<file path="src/hw/rtl/pic_pkg.sv">
// Package for the priority interrupt controller: command and result types,
// action codes, internal request structs and shared helper functions.
// Has no dependencies; every other file of the block uses it.
`default_nettype none

package pic_pkg;

  localparam int unsigned NumLines  = 4;
  localparam int unsigned NumLevels = 32;
  localparam int unsigned VecPerLvl = 8;

  localparam logic [31:0] LineVectorsRst = 32'hff00_0000;
  localparam logic [4:0]  TopLevel       = 5'd31;

  typedef enum logic [1:0] {
    ACT_LINE = 2'd0,
    ACT_IMM  = 2'd1,
    ACT_PEND = 2'd2
  } action_e;

  typedef struct packed {
    action_e    action;
    logic [1:0] line;
    logic       line_level;
    logic [4:0] cpu_priority;
  } cmd_t;

  typedef struct packed {
    logic       taken;
    logic [7:0] vector;
    logic [4:0] level;
    logic       acknowledged;
    logic       unsupported_line;
    logic       missing_vector;
  } result_t;

  // Request to post one vector into the pending tables.
  typedef struct packed {
    logic       en;
    logic [7:0] vec;
  } post_t;

  // Outcome of a pending-table check.
  typedef struct packed {
    logic       hit;
    logic       missing;
    logic [4:0] lvl;
    logic [2:0] idx;
  } pick_t;

  // A level wins over the processor priority when it is strictly higher,
  // and the top level always wins.
  function automatic logic beats(logic [4:0] lvl, logic [4:0] cpu_pri);
    return (cpu_pri < lvl) || (lvl == TopLevel);
  endfunction

endpackage

`default_nettype wire

</file>
<file path="src/hw/rtl/pic_pend_table.sv">
// Pending tables: one bit per priority level and one byte of vector bits
// per level, with the highest-eligible-level search. Depends on pic_pkg.
`default_nettype none

module pic_pend_table (
  input  logic           clk_i,
  input  logic           rst_ni,
  input  pic_pkg::post_t post_i,
  input  logic           chk_en_i,
  input  logic [4:0]     cpu_pri_i,
  output pic_pkg::pick_t pick_o
);

  logic [31:0] pend_q, pend_d;
  logic [7:0]  vec_q [32];

  logic [31:0] elig;
  logic        any_elig;
  logic [4:0]  sel_lvl;
  logic [7:0]  sel_byte;
  logic [7:0]  cleared_byte;
  logic        any_bit;
  logic [2:0]  sel_idx;
  logic [4:0]  post_lvl;

  always_comb begin
    for (int l = 0; l < 32; l++) begin
      elig[l] = pend_q[l] & pic_pkg::beats(5'(l), cpu_pri_i);
    end
  end

  // Highest set bit wins.
  always_comb begin
    sel_lvl = '0;
    for (int l = 0; l < 32; l++) begin
      if (elig[l]) begin
        sel_lvl = 5'(l);
      end
    end
  end

  assign any_elig = |elig;
  assign sel_byte = vec_q[sel_lvl];
  assign any_bit  = |sel_byte;

  always_comb begin
    sel_idx = '0;
    for (int b = 0; b < 8; b++) begin
      if (sel_byte[b]) begin
        sel_idx = 3'(b);
      end
    end
  end

  always_comb begin
    cleared_byte          = sel_byte;
    cleared_byte[sel_idx] = 1'b0;
  end

  assign post_lvl = post_i.vec[7:3];

  always_comb begin
    pend_d = pend_q;
    if (chk_en_i && any_elig) begin
      if (!any_bit || (cleared_byte == '0)) begin
        pend_d[sel_lvl] = 1'b0;
      end
    end
    if (post_i.en) begin
      pend_d[post_lvl] = 1'b1;
    end
  end

  always_ff @(posedge clk_i or negedge rst_ni) begin
    if (!rst_ni) begin
      pend_q <= '0;
    end else begin
      pend_q <= pend_d;
    end
  end

  always_ff @(posedge clk_i or negedge rst_ni) begin
    if (!rst_ni) begin
      for (int l = 0; l < 32; l++) begin
        vec_q[l] <= '0;
      end
    end else begin
      if (chk_en_i && any_elig && any_bit) begin
        vec_q[sel_lvl] <= cleared_byte;
      end
      if (post_i.en) begin
        vec_q[post_lvl][post_i.vec[2:0]] <= 1'b1;
      end
    end
  end

  assign pick_o.hit     = chk_en_i & any_elig & any_bit;
  assign pick_o.missing = chk_en_i & any_elig & ~any_bit;
  assign pick_o.lvl     = sel_lvl;
  assign pick_o.idx     = sel_idx;

  // A dispatched vector was pending at a level that was marked pending.
  a_hit_pending: assert property (@(posedge clk_i) disable iff (!rst_ni)
    pick_o.hit |-> (pend_q[pick_o.lvl] && sel_byte[pick_o.idx]))
    else $error("pending pick on a level that is not pending");

  // A posted vector is visible in both tables on the next cycle.
  a_post_lands: assert property (@(posedge clk_i) disable iff (!rst_ni)
    post_i.en |=> (pend_q[$past(post_i.vec[7:3])]
                   && vec_q[$past(post_i.vec[7:3])][$past(post_i.vec[2:0])]))
    else $error("posted vector missing from pending tables");

endmodule

`default_nettype wire

</file>
<file path="src/hw/rtl/pic_line_ctrl.sv">
// Line state tracking, immediate interrupt latch and result assembly for
// one command. Depends on pic_pkg; drives the pending table requests.
`default_nettype none

module pic_line_ctrl (
  input  logic             clk_i,
  input  logic             rst_ni,
  input  logic             vld_i,
  input  pic_pkg::cmd_t    cmd_i,
  input  logic [31:0]      line_vectors_i,
  input  pic_pkg::pick_t   pick_i,
  output pic_pkg::post_t   post_o,
  output logic             chk_en_o,
  output pic_pkg::result_t res_o
);

  logic [3:0] line_state_q, line_state_d;
  logic       imm_valid_q, imm_valid_d;
  logic [7:0] imm_vec_q, imm_vec_d;
  logic [4:0] imm_lvl_q, imm_lvl_d;

  logic [7:0] line_vec;
  logic [4:0] line_pri;

  assign line_vec = line_vectors_i[{cmd_i.line, 3'b000} +: 8];
  assign line_pri = line_vec[7:3];

  // The pending search is requested from the command alone, so the pick that
  // comes back never feeds into this request.
  assign chk_en_o = vld_i && (cmd_i.action == pic_pkg::ACT_PEND);

  always_comb begin
    line_state_d = line_state_q;
    imm_valid_d  = imm_valid_q;
    imm_vec_d    = imm_vec_q;
    imm_lvl_d    = imm_lvl_q;
    post_o       = '0;
    res_o        = '0;
    if (vld_i) begin
      case (cmd_i.action)
        pic_pkg::ACT_LINE: begin
          if (line_state_q[cmd_i.line] != cmd_i.line_level) begin
            line_state_d[cmd_i.line] = cmd_i.line_level;
            if (line_vec == '0) begin
              res_o.unsupported_line = 1'b1;
            end else if (cmd_i.line_level) begin
              if (pic_pkg::beats(line_pri, cmd_i.cpu_priority) && !imm_valid_q) begin
                imm_valid_d = 1'b1;
                imm_vec_d   = line_vec;
                imm_lvl_d   = line_pri;
              end else begin
                post_o.en  = 1'b1;
                post_o.vec = line_vec;
              end
              res_o.acknowledged = 1'b1;
            end
          end
        end
        pic_pkg::ACT_IMM: begin
          if (imm_valid_q && pic_pkg::beats(imm_lvl_q, cmd_i.cpu_priority)) begin
            res_o.taken  = 1'b1;
            res_o.vector = imm_vec_q;
            res_o.level  = imm_lvl_q;
            imm_valid_d  = 1'b0;
          end
        end
        pic_pkg::ACT_PEND: begin
          res_o.missing_vector = pick_i.missing;
          if (pick_i.hit) begin
            res_o.taken  = 1'b1;
            res_o.vector = {pick_i.lvl, pick_i.idx};
            res_o.level  = pick_i.lvl;
          end
        end
        default: begin
        end
      endcase
    end
  end

  always_ff @(posedge clk_i or negedge rst_ni) begin
    if (!rst_ni) begin
      line_state_q <= '0;
      imm_valid_q  <= 1'b0;
      imm_vec_q    <= '0;
      imm_lvl_q    <= '0;
    end else begin
      line_state_q <= line_state_d;
      imm_valid_q  <= imm_valid_d;
      imm_vec_q    <= imm_vec_d;
      imm_lvl_q    <= imm_lvl_d;
    end
  end

  // Dispatching the immediate interrupt empties the latch.
  a_imm_clears: assert property (@(posedge clk_i) disable iff (!rst_ni)
    (vld_i && cmd_i.action == pic_pkg::ACT_IMM && res_o.taken) |=> !imm_valid_q)
    else $error("immediate latch still set after dispatch");

  // A held immediate interrupt is never overwritten.
  a_imm_holds: assert property (@(posedge clk_i) disable iff (!rst_ni)
    (imm_valid_q && !(vld_i && cmd_i.action == pic_pkg::ACT_IMM))
      |=> (imm_valid_q && $stable(imm_vec_q) && $stable(imm_lvl_q)))
    else $error("held immediate interrupt changed");

endmodule

`default_nettype wire

</file>
<file path="src/hw/rtl/priority_interrupt_controller_top.sv">
// Flow: a command accepted at a clock edge is captured in the input register,
// evaluated from there, and its result is registered onto res_o with done_o.
// Throughput: one command per cycle; busy never rises, and the evaluation
// is one pass of a 32-level and an 8-bit priority encoder.
// Reset clears line states, pending tables and the immediate latch, and loads
// line_vectors with its reset value; the receiver cannot stall results.
`default_nettype none

module priority_interrupt_controller_top (
  input  logic             clk_i,
  input  logic             rst_ni,
  input  logic             start,
  output logic             busy,
  input  pic_pkg::cmd_t    cmd_i,
  output logic             done_o,
  output pic_pkg::result_t res_o,
  input  logic             cfg_valid_i,
  output logic             cfg_ready_o,
  input  logic [31:0]      cfg_data_i
);

  // Every command finishes in a single pass, so the block is always able to
  // take another one, and configuration writes are always taken.
  assign busy        = 1'b0;
  assign cfg_ready_o = 1'b1;

  // Configuration register: four 8-bit vectors, line 0 in the low byte.
  logic [31:0] line_vectors_q;

  always_ff @(posedge clk_i or negedge rst_ni) begin
    if (!rst_ni) begin
      line_vectors_q <= pic_pkg::LineVectorsRst;
    end else if (cfg_valid_i && cfg_ready_o) begin
      line_vectors_q <= cfg_data_i;
    end
  end

  // Input register: captures the command on each transfer.
  logic          vld_q;
  pic_pkg::cmd_t cmd_q;

  always_ff @(posedge clk_i or negedge rst_ni) begin
    if (!rst_ni) begin
      vld_q <= 1'b0;
    end else begin
      vld_q <= start && !busy;
    end
  end

  always_ff @(posedge clk_i) begin
    if (start && !busy) begin
      cmd_q <= cmd_i;
    end
  end

  // Command evaluation. The line controller owns the line states and the
  // immediate latch; the pending table owns the level and vector bitmaps and
  // searches them when the controller asks for a pending check.
  pic_pkg::post_t   post;
  pic_pkg::pick_t   pick;
  pic_pkg::result_t res_d;
  logic             chk_en;

  pic_line_ctrl u_line_ctrl (
    .clk_i          (clk_i),
    .rst_ni         (rst_ni),
    .vld_i          (vld_q),
    .cmd_i          (cmd_q),
    .line_vectors_i (line_vectors_q),
    .pick_i         (pick),
    .post_o         (post),
    .chk_en_o       (chk_en),
    .res_o          (res_d)
  );

  pic_pend_table u_pend_table (
    .clk_i     (clk_i),
    .rst_ni    (rst_ni),
    .post_i    (post),
    .chk_en_i  (chk_en),
    .cpu_pri_i (cmd_q.cpu_priority),
    .pick_o    (pick)
  );

  // Result register: each evaluated command yields exactly one result, shown
  // for one cycle with done_o.
  logic             done_q;
  pic_pkg::result_t res_q;

  always_ff @(posedge clk_i or negedge rst_ni) begin
    if (!rst_ni) begin
      done_q <= 1'b0;
    end else begin
      done_q <= vld_q;
    end
  end

  always_ff @(posedge clk_i) begin
    if (vld_q) begin
      res_q <= res_d;
    end
  end

  assign done_o = done_q;
  assign res_o  = res_q;

  // A result strobe follows each command transfer through the input and result registers.
  a_done_follows_start: assert property (@(posedge clk_i) disable iff (!rst_ni)
    (start && !busy) |=> ##1 done_o)
    else $error("result strobe missing after command transfer");

  // No result reports a dispatch together with a line acknowledge or a missing vector.
  a_result_exclusive: assert property (@(posedge clk_i) disable iff (!rst_ni)
    done_o |-> !(res_o.taken && (res_o.acknowledged || res_o.missing_vector)))
    else $error("result mixes dispatch with another outcome");

endmodule

`default_nettype wire

</file>
<file path="config.mk">
export PLATFORM = sky130hd
export DESIGN_NAME = priority_interrupt_controller_top
export DESIGN_NICKNAME = d
export VERILOG_FILES = /design/src/hw/rtl/pic_pkg.sv /design/src/hw/rtl/pic_pend_table.sv /design/src/hw/rtl/pic_line_ctrl.sv /design/src/hw/rtl/priority_interrupt_controller_top.sv
export SDC_FILE = /design/constraint.sdc
export NUM_CORES = 1
export LEC_CHECK = 0
export ABC_AREA = 0
export BUFFER_PORTS_ARGS = -buffer_cell sky130_fd_sc_hd__buf_2
export CELL_PAD_IN_SITES_DETAIL_PLACEMENT = 1
export CELL_PAD_IN_SITES_GLOBAL_PLACEMENT = 1
export CORE_MARGIN = 2
export CORE_UTILIZATION = 40
export CTS_BUF_LIST = sky130_fd_sc_hd__clkbuf_8
export DETAILED_ROUTE_END_ITERATION = 7
export PLACE_DENSITY_LB_ADDON = 0.3
export SETUP_SLACK_MARGIN = 0.3
export SKIP_CTS_REPAIR_TIMING = 1
export SLEW_MARGIN = 20
export SYNTH_ARGS = -nofsm -noshare
export SYNTH_HDL_FRONTEND = slang
export SYNTH_SLANG_ARGS = --single-unit
</file>
<file path="constraint.sdc">
create_clock -name clk_i -period 4.19 [get_ports clk_i]
set_input_delay 0.2095 -clock clk_i [delete_from_list [all_inputs] [get_ports clk_i]]
set_output_delay 0.2095 -clock clk_i [all_outputs]
set_load 0.01 [all_outputs]
</file>
==> results list <==
* Final Worst Setup Slack: -1.269 ns
* Power after layout: 14.23 mW
- Max Root-Sink Buffers: 3
* I/O pins: 66
- Summed over all failing endpoints, the final setup total negative slack is -326.28 ns.
- Remaining max-slew budget at the tightest pin: 33.06%
- Counting every net in the synthesized netlist gives 2099.
* Initial core utilization: 40.55%
- The final critical path takes up 130.3% of the cycle.
- Slowest CP cell: sky130_fd_sc_hd__a2111oi_0
- Number of warnings printed during yosys synthesis: 0
* Number of buffers inserted by port buffering: 63
- Global routing finished with a remaining overflow of 0.
* Delay-heaviest family, CP: compound AO/OA/AOI/OAI gates
- Category of the worst setup path launch point: flip-flop
* Worst setup path category: flip-flop to flip-flop
- Max Cap Viol: 0
- By area the synthesized netlist is led by sky130_fd_sc_hd__dfrtp_1 (41%), sky130_fd_sc_hd__mux2i_1 (7.2%), sky130_fd_sc_hd__nand2_1 (7.1%), sky130_fd_sc_hd__o211ai_1 (5.0%), sky130_fd_sc_hd__mux2_2 (4.0%).
* RePlAce Congestion: 1.054
- Count of flip-flops with a built-in enable after synthesis: 22
- After synthesis, the share of flip-flops with an asynchronous set or reset is 93.82%.
- Highest attainable clock frequency: 183.2 MHz
- Cells with a size suffix above 1 make up 35.68% of the layout.
* Slowest cell delay on critical path: 0.72 ns
- The number of antenna violations at the first check in global routing is 1.
* Core Box Area: 0.04905 mm^2
- Mean routed wirelength per cell: 28.89 um
- Final hold vios: 0
* Cell row count: 81
- Placed Instance Area: 0.02406 mm^2
- Post-synth top area cell: sky130_fd_sc_hd__dfrtp_1
- At the end of the flow the core is filled with cells to 56.77%.
- The detail route stage leaves a number of antenna-violating nets equal to 0.
- Post-synth cell types: 99
- Ys flop type: sky130_fd_sc_hd__dfrtp_1
* Highest fanout seen on the critical path: 7
* GRT Overall Usage: 33.71%
* Leading cell type in the layout, fill and taps excluded: sky130_fd_sc_hd__buf_4
* Maximum VDD drop: 561.0 uV
* Number of clock buffers inserted by TritonCTS: 67
- Cell Area, Synth: 0.01989 mm^2
- In this run the mean area of a mapped cell was 9.741 um^2.
- Summed over all nets, the half-perimeter wirelength after detailed placement is 64820 um.
- Setup repair after global routing could not meet its margin everywhere.
- Synth Instances: 2042
* CTS Root Buffer Type: sky130_fd_sc_hd__clkbuf_8
- For this run, design rule violations remaining after detail routing come to 0.
- Data required time of the worst path: 4.72 ns
* Footprint of the multi-input gates: 0.01101 mm^2
* Routed WL: 94690 um
- Layout area overhead: 40.01%
* Drt first-iter violations: 2016
- Total power density per cell area: 510.9 mW/mm^2
- Buffers & Inverters on Critical Path: 6
- Count of vias placed by the detailed router: 20290
- CTS tree: built
- The worst setup path is captured at a flip-flop.
- Summed over all cells, the static leakage comes to 12.57 nW.
- Worst-path cell chain: buf_6 -> nand4_1 -> a32o_2 -> a2111oi_4 -> a211oi_4 -> nor3_4 -> buf_4 -> buf_4 -> mux2_2 -> a2111oi_0 -> buf_4 -> o311a_1 -> and4_1 -> buf_4 -> nand2_2 -> o31a_4 -> nor3_4 -> buf_12 -> a31oi_1
- Outcome: complete, but fails checks
- Fill cells in the final layout number 5411.
* Number of setup violations in the final report: 289
- Num Clock Sinks: 356
- The routed design could run at a clock period as short as 5.459 ns.
* Horizontal extent of the die: 227.0 um
- Most frequent cells in the layout: sky130_fd_sc_hd__buf_4 (374), sky130_fd_sc_hd__nand2_1 (339), sky130_fd_sc_hd__dfrtp_1 (326)
- Counting cells, the worst reg-to-reg path comes to 19.
- Clk slew on worst S/H paths: 0.08 ns
- Layout net count: 2620
- Number of H-tree levels: 3
- Violations in the final reports: negative setup slack
- Worst Max-Slew Pin Slew: 1.000 ns
- Seq cells post-synth: 356
- First-pass GRT wire length: 128000 um
- Source-to-sink clock delay at the later pin of the worst-skew pair: 0.69 ns
- The number of pins with negative max-slew slack in the final report is 0.
- Die outline area: 0.05152 mm^2
- The pre-antenna-repair detailed-routing pass consisted of 7 iterations.
* Routed via count divided by cell count: 6.190
* Setup clock skew after layout: 0.04802 ns
* Vertical die dimension: 227.0 um
* Fraction of synthesized cell area taken by the top area cell type: 41.01%
* Area of all placed cells without fillers: 0.02785 mm^2
- The path class of the tightest hold or removal check is input port to async pin.
- The via count of the first global-routing pass is 19980.
- Combined flip-flop and latch cell area: 0.009029 mm^2
* Cell type with the highest occurrence count on the critical path: sky130_fd_sc_hd__buf_4
* Pin count of the biggest net entering global routing: 102
* Total stage count of the critical path: 19
- For this run, the register share of the synthesized area comes to 45.39%.
* Crit path DAT: 5.99 ns
[registers in the layout, summed over array words and instances, names as in the netlist, 3 cells and up]
| register | flops |
|---|---|
| u_line_ctrl.line_state_q | 4 |
| u_pend_table.vec_q | 256 |
| u_pend_table.pend_q | 31 |
| cmd_q | 10 |
| line_vectors_q | 32 |
| res_o | 12 |
| u_line_ctrl.imm_lvl_q | 5 |
| u_line_ctrl.imm_vec_q | 3 |
[report_power, final]
group          switching [mW]  internal (mW)  leakage [nW]
registers               0.201           3.68          4.77
logic                    3.76           2.89          7.02
clock network            1.73           1.96         0.784
total                    5.69           8.54          12.6
[final timing paths]
path                                                        start                                 to  slack [ns]
worst max-delay path                           cmd_q[2]$_DFFE_PP_  u_pend_table.pend_q[27]$_DFF_PN0_       -1.27
worst min-delay path                                       rst_ni  u_pend_table.pend_q[27]$_DFF_PN0_        0.15
worst max register to register                 cmd_q[2]$_DFFE_PP_  u_pend_table.pend_q[27]$_DFF_PN0_       -1.27
worst min register to register  u_pend_table.vec_q[248]$_DFF_PN0_  u_pend_table.vec_q[248]$_DFF_PN0_        0.39
max in group asynchronous                                  rst_ni  u_pend_table.vec_q[147]$_DFF_PN0_        2.81
min in group clk_i                                    cfg_valid_i     line_vectors_q[24]$_DFFE_PN1P_        0.22
[per-layer routing]
metal | up-vias | track usage (%) | part of all wire (%)
li1 | 8562 | - | -
met1 | 10470 | 44.47 | 40
met2 | 985 | 54.02 | 47
met3 | 277 | 5.911 | 7.2
met4 | 0 | 15.92 | 5.5
met5 | - | 0 | 0
[metrics by stage]
stage	setup WS [ns]	hold slack (ns)	std cells
2_1_floorplan	-0.3062	-0.08609	2042
3_3_place_gp	-0.9723	0.3046	3026
3_5_place_dp	-1.146	0.3121	3026
4_1_cts	-1.192	-0.4090	3144
5_1_grt	-1.327	0.2104	3278
6_report	-1.269	0.1489	3278
[layout make-up]
class | instances | area share [%]
flip-flops and latches | 356 | 32.42
inverters | 38 | 0.5122
clock buffers | 85 | 4.201
clock inverters | 33 | 0.8132
well taps | 664 | 2.983
repair buffers | 596 | 19.53
diodes | 2 | 0.01797
multi-input cells | 1504 | 39.52
[cells by family after synthesis]
family	count (synthesis)	share of synthesized area (%)
and+or+nand+nor	715	16.43
AOI/OAI and AO/OA	546	20.54
DFF	356	45.39
muxes	228	12.47
buffers and inverters	182	4.340
adders and majority gates	12	0.7423
other	2	0.03776
xor gates and xnor gates	1	0.04404
[synth_stat cells, drive strengths merged (17+ instances only)]
cell	instances
inv	37
o31ai	18
nand3	33
o22ai	20
o21ai	121
a31oi	33
nand2	379
clkbuf	63
nand2b	17
edfxtp	22
buf	81
nand4	28
nor2	139
nor2b	24
mux2i	144
a21oi	35
mux2	76
nor3	27
o211ai	163
a21o	21
dfrtp	326
Note: power is estimated with default switching activity, not from simulation.
